## src/sv/assert_macros.svh

```systemverilog
// ---------------------------------------------------------------------------
// Assertion macros
// Shared forms for concurrent checks on clk with asynchronous reset arst_n.
// ---------------------------------------------------------------------------
`ifndef ASSERT_MACROS_SVH
`define ASSERT_MACROS_SVH

// Same-cycle implication, checked outside reset.
`define C2D_ASSERT(lbl, pre, post, msg) \
	lbl: assert property (@(posedge clk) disable iff (!arst_n) (pre) |-> (post)) \
		else $error(msg);

// Next-cycle implication, checked outside reset.
`define C2D_ASSERT_NEXT(lbl, pre, post, msg) \
	lbl: assert property (@(posedge clk) disable iff (!arst_n) (pre) |=> (post)) \
		else $error(msg);

`endif

```

## src/sv/c2d_pkg.sv

```systemverilog
// ---------------------------------------------------------------------------
// c2d_pkg
// Constants, register indexes and shared types of the 3x3 convolution block.
// ---------------------------------------------------------------------------
package c2d_pkg;

	localparam int MAX_WIDTH   = 1024;
	localparam int LB_AW       = $clog2(MAX_WIDTH);

	localparam int PIX_W       = 16;
	localparam int COEF_W      = 16;
	localparam int KROW_W      = 3 * COEF_W;
	localparam int PROD_W      = PIX_W + 1 + COEF_W;
	localparam int SUM3_W      = PROD_W + 2;
	localparam int VALUE_W     = 36;
	localparam int ROW_W       = 16;
	localparam int OUT_COL_W   = 10;
	localparam int WIDTH_REG_W = 11;
	localparam int EW          = (WIDTH_REG_W > LB_AW + 1) ? WIDTH_REG_W : LB_AW + 1;

	localparam int CFG_IDX_W   = 3;
	localparam int CFG_DATA_W  = 48;

	localparam int QDEPTH      = 4;
	localparam int QPTR_W      = $clog2(QDEPTH);
	localparam int QCNT_W      = $clog2(QDEPTH + 1);

	localparam int OUT_TDATA_W = ((VALUE_W + ROW_W + OUT_COL_W + 7) / 8) * 8;

	typedef enum logic [CFG_IDX_W-1:0] {
		REG_KERNEL_TOP = 3'd0,
		REG_KERNEL_MID = 3'd1,
		REG_KERNEL_BOT = 3'd2,
		REG_IMG_WIDTH  = 3'd3,
		REG_IMG_HEIGHT = 3'd4
	} reg_idx_t;

	// Window pixels, element 3*i+j is row i, column j (column 2 newest).
	typedef struct packed {
		logic [8:0][PIX_W-1:0]  pix;
		logic [ROW_W-1:0]       row;
		logic [OUT_COL_W-1:0]   col;
		logic                   last;
	} item_t;

	typedef struct packed {
		logic  valid;
		item_t item;
	} push_t;

	typedef struct packed {
		logic              not_empty;
		logic [QCNT_W-1:0] count;
	} qstat_t;

endpackage

```

## src/sv/c2d_queue.sv

```systemverilog
// ---------------------------------------------------------------------------
// c2d_queue
// Short register FIFO of complete windows between intake and arithmetic.
// ---------------------------------------------------------------------------
`include "assert_macros.svh"

module c2d_queue (
	input  logic             clk,
	input  logic             arst_n,
	input  c2d_pkg::push_t   push,
	input  logic             pop,
	output c2d_pkg::item_t   head,
	output c2d_pkg::qstat_t  qstat
);

	c2d_pkg::item_t               store_q [c2d_pkg::QDEPTH];
	logic [c2d_pkg::QPTR_W-1:0]   wr_ptr_q, rd_ptr_q;
	logic [c2d_pkg::QCNT_W-1:0]   count_q;
	logic                         do_pop;

	assign do_pop = pop && (count_q != '0);

	always_ff @(posedge clk or negedge arst_n) begin
		if (!arst_n) begin
			wr_ptr_q <= '0;
			rd_ptr_q <= '0;
			count_q  <= '0;
		end else begin
			if (push.valid) begin
				wr_ptr_q <= wr_ptr_q + c2d_pkg::QPTR_W'(1);
			end
			if (do_pop) begin
				rd_ptr_q <= rd_ptr_q + c2d_pkg::QPTR_W'(1);
			end
			count_q <= count_q + c2d_pkg::QCNT_W'(push.valid) - c2d_pkg::QCNT_W'(do_pop);
		end
	end

	always_ff @(posedge clk) begin
		if (push.valid) begin
			store_q[wr_ptr_q] <= push.item;
		end
	end

	assign head            = store_q[rd_ptr_q];
	assign qstat.count     = count_q;
	assign qstat.not_empty = (count_q != '0);

	`C2D_ASSERT(a_no_overflow, push.valid, count_q < c2d_pkg::QCNT_W'(c2d_pkg::QDEPTH), "queue push while full")
	`C2D_ASSERT(a_no_underflow, pop, count_q != '0, "queue pop while empty")
	`C2D_ASSERT_NEXT(a_count_up, push.valid && !do_pop, count_q == $past(count_q) + c2d_pkg::QCNT_W'(1), "queue count lost a push")

endmodule

```

## config.mk

```make
export PLATFORM = sky130hd
export DESIGN_NAME = c2d_queue
export DESIGN_NICKNAME = d
export VERILOG_FILES = /design/src/sv/c2d_pkg.sv /design/src/sv/c2d_queue.sv
export VERILOG_INCLUDE_DIRS = /design/src /design/src/sv
export SDC_FILE = /design/constraint.sdc
export NUM_CORES = 1
export LEC_CHECK = 0
export BUFFER_PORTS_ARGS = -buffer_cell sky130_fd_sc_hd__buf_2
export CORE_MARGIN = 4
export CORE_UTILIZATION = 40
export DETAILED_ROUTE_END_ITERATION = 12
export PLACE_DENSITY = 0.68
export SKIP_LAST_GASP = 1
export SYNTH_ARGS = -nofsm -noshare
export SYNTH_HDL_FRONTEND = slang
export SYNTH_SLANG_ARGS = --single-unit
```

## constraint.sdc

```tcl
create_clock -name clk -period 4.6 [get_ports clk]
set_input_delay 0.92 -clock clk [delete_from_list [all_inputs] [get_ports clk]]
set_output_delay 0.92 -clock clk [all_outputs]
set_load 0.02 [all_outputs]
```

==> flow_summary.json <==
{
  "synth_top_area_share_pct": 81.9,
  "clk_path_buf_depth": 3,
  "cts_buffers": 73,
  "initial_core_util_pct": 40.5,
  "synth-edff-count": 684,
  "ys_seq_area_share_pct": 82.6,
  "insertion_delay_ns": 0.62,
  "grt_pass1_wl_um": 74900,
  "path_clk_slew_ns": 0.06,
  "die_y_um": 258,
  "cts_tree": "yes",
  "dieArea_mm2": 0.0668,
  "hold_buffers": 0,
  "critPathKind": "register to output pin",
  "p_per_area_mw_per_mm2": 674,
  "synth_top_cell_by_area": "edfxtp_1",
  "startpoint_type": "register",
  "die_width_um": 258,
  "power_switching_w": 0.00651,
  "fin_ws_ns": 0.936,
  "nets": 1518,
  "wl_per_cell_um": 22.1,
  "cts_setup_buffers": 0,
  "setup_tns_ns": 0,
  "place_ws_ns": 1.43,
  "yosysMostFrequentCell": "edfxtp_1",
  "p_int_w": 0.0139,
  "tightest_slew_ns": 0.869,
  "drive_gt1_share_pct": 46.7,
  "rsz0062_at_grt": "no",
  "drt_iter0_markers": 710,
  "hold_class": "input pin to asynchronous set/reset pin",
  "drc": 0,
  "fp.coreArea_mm2": 0.0619,
  "syn_nets": 1109,
  "wl_um": 49500,
  "htree_levels": 3,
  "r2r_start": "wr_ptr_q[0]",
  "setup_viol_count_final": 0,
  "cap_violations": 0,
  "fin_crit_ns": 3.66,
  "synth_seq_cells": 691,
  "p_comb_share_pct": 30.4,
  "power_frac_clock_pct": 27.0,
  "hold_viol": 0,
  "ys.flop_type": "edfxtp_1",
  "grt_pass1_vias": 11900,
  "fin_crit_sh_pct": 79.6,
  "hpwl_um": 29800,
  "async_flop_share_pct": 1.01,
  "seqPwrFrac_pct": 42.6,
  "gp_congestion": 0.710,
  "synth_cells": 927,
  "crit_arrival_ns": 2.74,
  "required_ns": 3.68,
  "critPathMaxFanout": 35,
  "endpoint_kind": "output pin",
  "fmax_ghz": 0.273,
  "synth.area.top_cells": "edfxtp_1, mux4_2, buf_6",
  "grt_usage_pct": 14.8,
  "relSlewSlack_pct": 42.1,
  "reg2reg_depth": 4,
  "synth.distinct_cells": 17,
  "synth_area_mm2": 0.0251,
  "total_leakage_power_nw": 10.2,
  "clock-sinks": 691,
  "synthToLayoutAreaGrowth_pct": 20.5,
  "ctsRootBufferMaster": "clkbuf_16",
  "cts_resized": 0,
  "avgSynthCellArea_um2": 27.1,
  "fill_cells": 5055,
  "vias": 11100,
  "grt_max_degree": 99,
  "ios": 350,
  "std_cell_rows": 91,
  "antenna_found_initial": 12,
  "vdd_ir_drop_max_v": 0.000385,
  "p_sw_share_pct": 31.9,
  "viasPerCell": 4.97,
  "yosysWarnings": 0,
  "io_buffers": 349,
  "fin_skew_ns": 0.0192,
  "grt_overflow": 0,
  "slew_violations": 0,
  "firstDrtPassIters": 5,
  "status": "finished, final reports clean",
  "crit_path_start": "rd_ptr_q[0]",
  "ys_top_cells_by_count": "edfxtp_1, mux4_2, buf_2",
  "ant_nets": 0
}
## flip-flops by register name (all words and copies together), names as in the netlist
register	cells
store_q	684
count_q	3
rd_ptr_q	2
wr_ptr_q	2
## worst paths after layout
kind | to | slack (ns)
worst min register to register | wr_ptr_q[0] | 0.53
min in group clk | store_q[2][108] | 0.51
worst max-delay path | head[25] | 0.94
worst max register to register | store_q[0][101] | 2.40
max in group asynchronous | rd_ptr_q[0] | 4.29
worst min-delay path | rd_ptr_q[1] | 0.14
## metrics by stage
step	hold slack, ns	power [W]	std cells	cell area (µm²)	utilization [%]
after floorplan	0.494	0.0131	927	25100	-
after global placement	0.516	0.0151	2098	27900	45.1
after detailed placement	0.525	0.0152	2098	27900	45.1
after CTS	0.0883	0.0208	2230	30200	48.8
after global routing	0.0993	0.0214	2233	30200	48.8
final	0.136	0.0204	2238	30200	48.8
## logic make-up after synthesis
kind of cell,count (synthesis),synth area share [%]
multiplexers,171,15.4
adder cells (fa/ha/maj),7,0.379
AND/OR/NAND/NOR,6,0.140
flip-flops,691,82.6
AO/OA/AOI/OAI,3,0.0898
XOR/XNOR,5,0.175
buffers and inverters,44,1.29
## layout make-up
type | instances | area (µm²) | share of cell area [%]
flip-flops and latches | 691 | 20700 | 68.6
multi-input cells | 192 | 4060 | 13.4
repair buffers | 372 | 2080 | 6.89
clock buffers | 93 | 1920 | 6.36
well taps | 837 | 1050 | 3.47
clock inverters | 39 | 347 | 1.15
inverters | 6 | 22.5 | 0.0745
diodes | 8 | 20.0 | 0.0662
## metal layers
| metal | vias to the layer above | wire length (µm) | track usage, % | share of wire [%] |
|---|---|---|---|---|
| met1 | 5857 | 19300 | 18.6 | 39 |
| met4 | 12 | 967 | 4.77 | 2.0 |
| met2 | 308 | 25100 | 24.2 | 51 |
| met3 | 79 | 4070 | 5.19 | 8.2 |
| met5 | - | 72 | 0 | 0.15 |
| li1 | 4872 | - | - | - |
## layout by cell type, fill, tap and decap left out, types with 2 or more instances in the layout
cell        count
inv_16          3
clkbuf_16      74
clkbuf_1       19
dfrtp_4         2
xor2_1          2
inv_1           6
clkinv_4        3
clkinv_2       13
xnor2_1         3
diode_2         8
edfxtp_1      684
buf_2         349
dfrtp_1         5
buf_12         13
buf_4          10
mux4_2        171
clkinv_1       11
clkinvlp_4      3
and2_4          4
bufinv_16       2
ha_1            6
clkinv_8        2
## power by group through the flow
| stage | registers, W | clock network, W | logic [W] |
|---|---|---|---|
| CTS | 0.00870 | 0.00566 | 0.00639 |
| floorplan | 0.00862 | 0 | 0.00445 |
| global placement | 0.00876 | 0 | 0.00635 |
| finish | 0.00868 | 0.00550 | 0.00621 |
| global route | 0.00879 | 0.00595 | 0.00663 |
| detailed placement | 0.00883 | 0 | 0.00637 |
## worst max-delay path, cell delays in order, from the launching register on
cell	delay, ns
dfrtp_4	0.93
buf_4	0.45
mux4_2	0.56
buf_2	0.18
No activity file was read; power rests on OpenSTA's default activity.
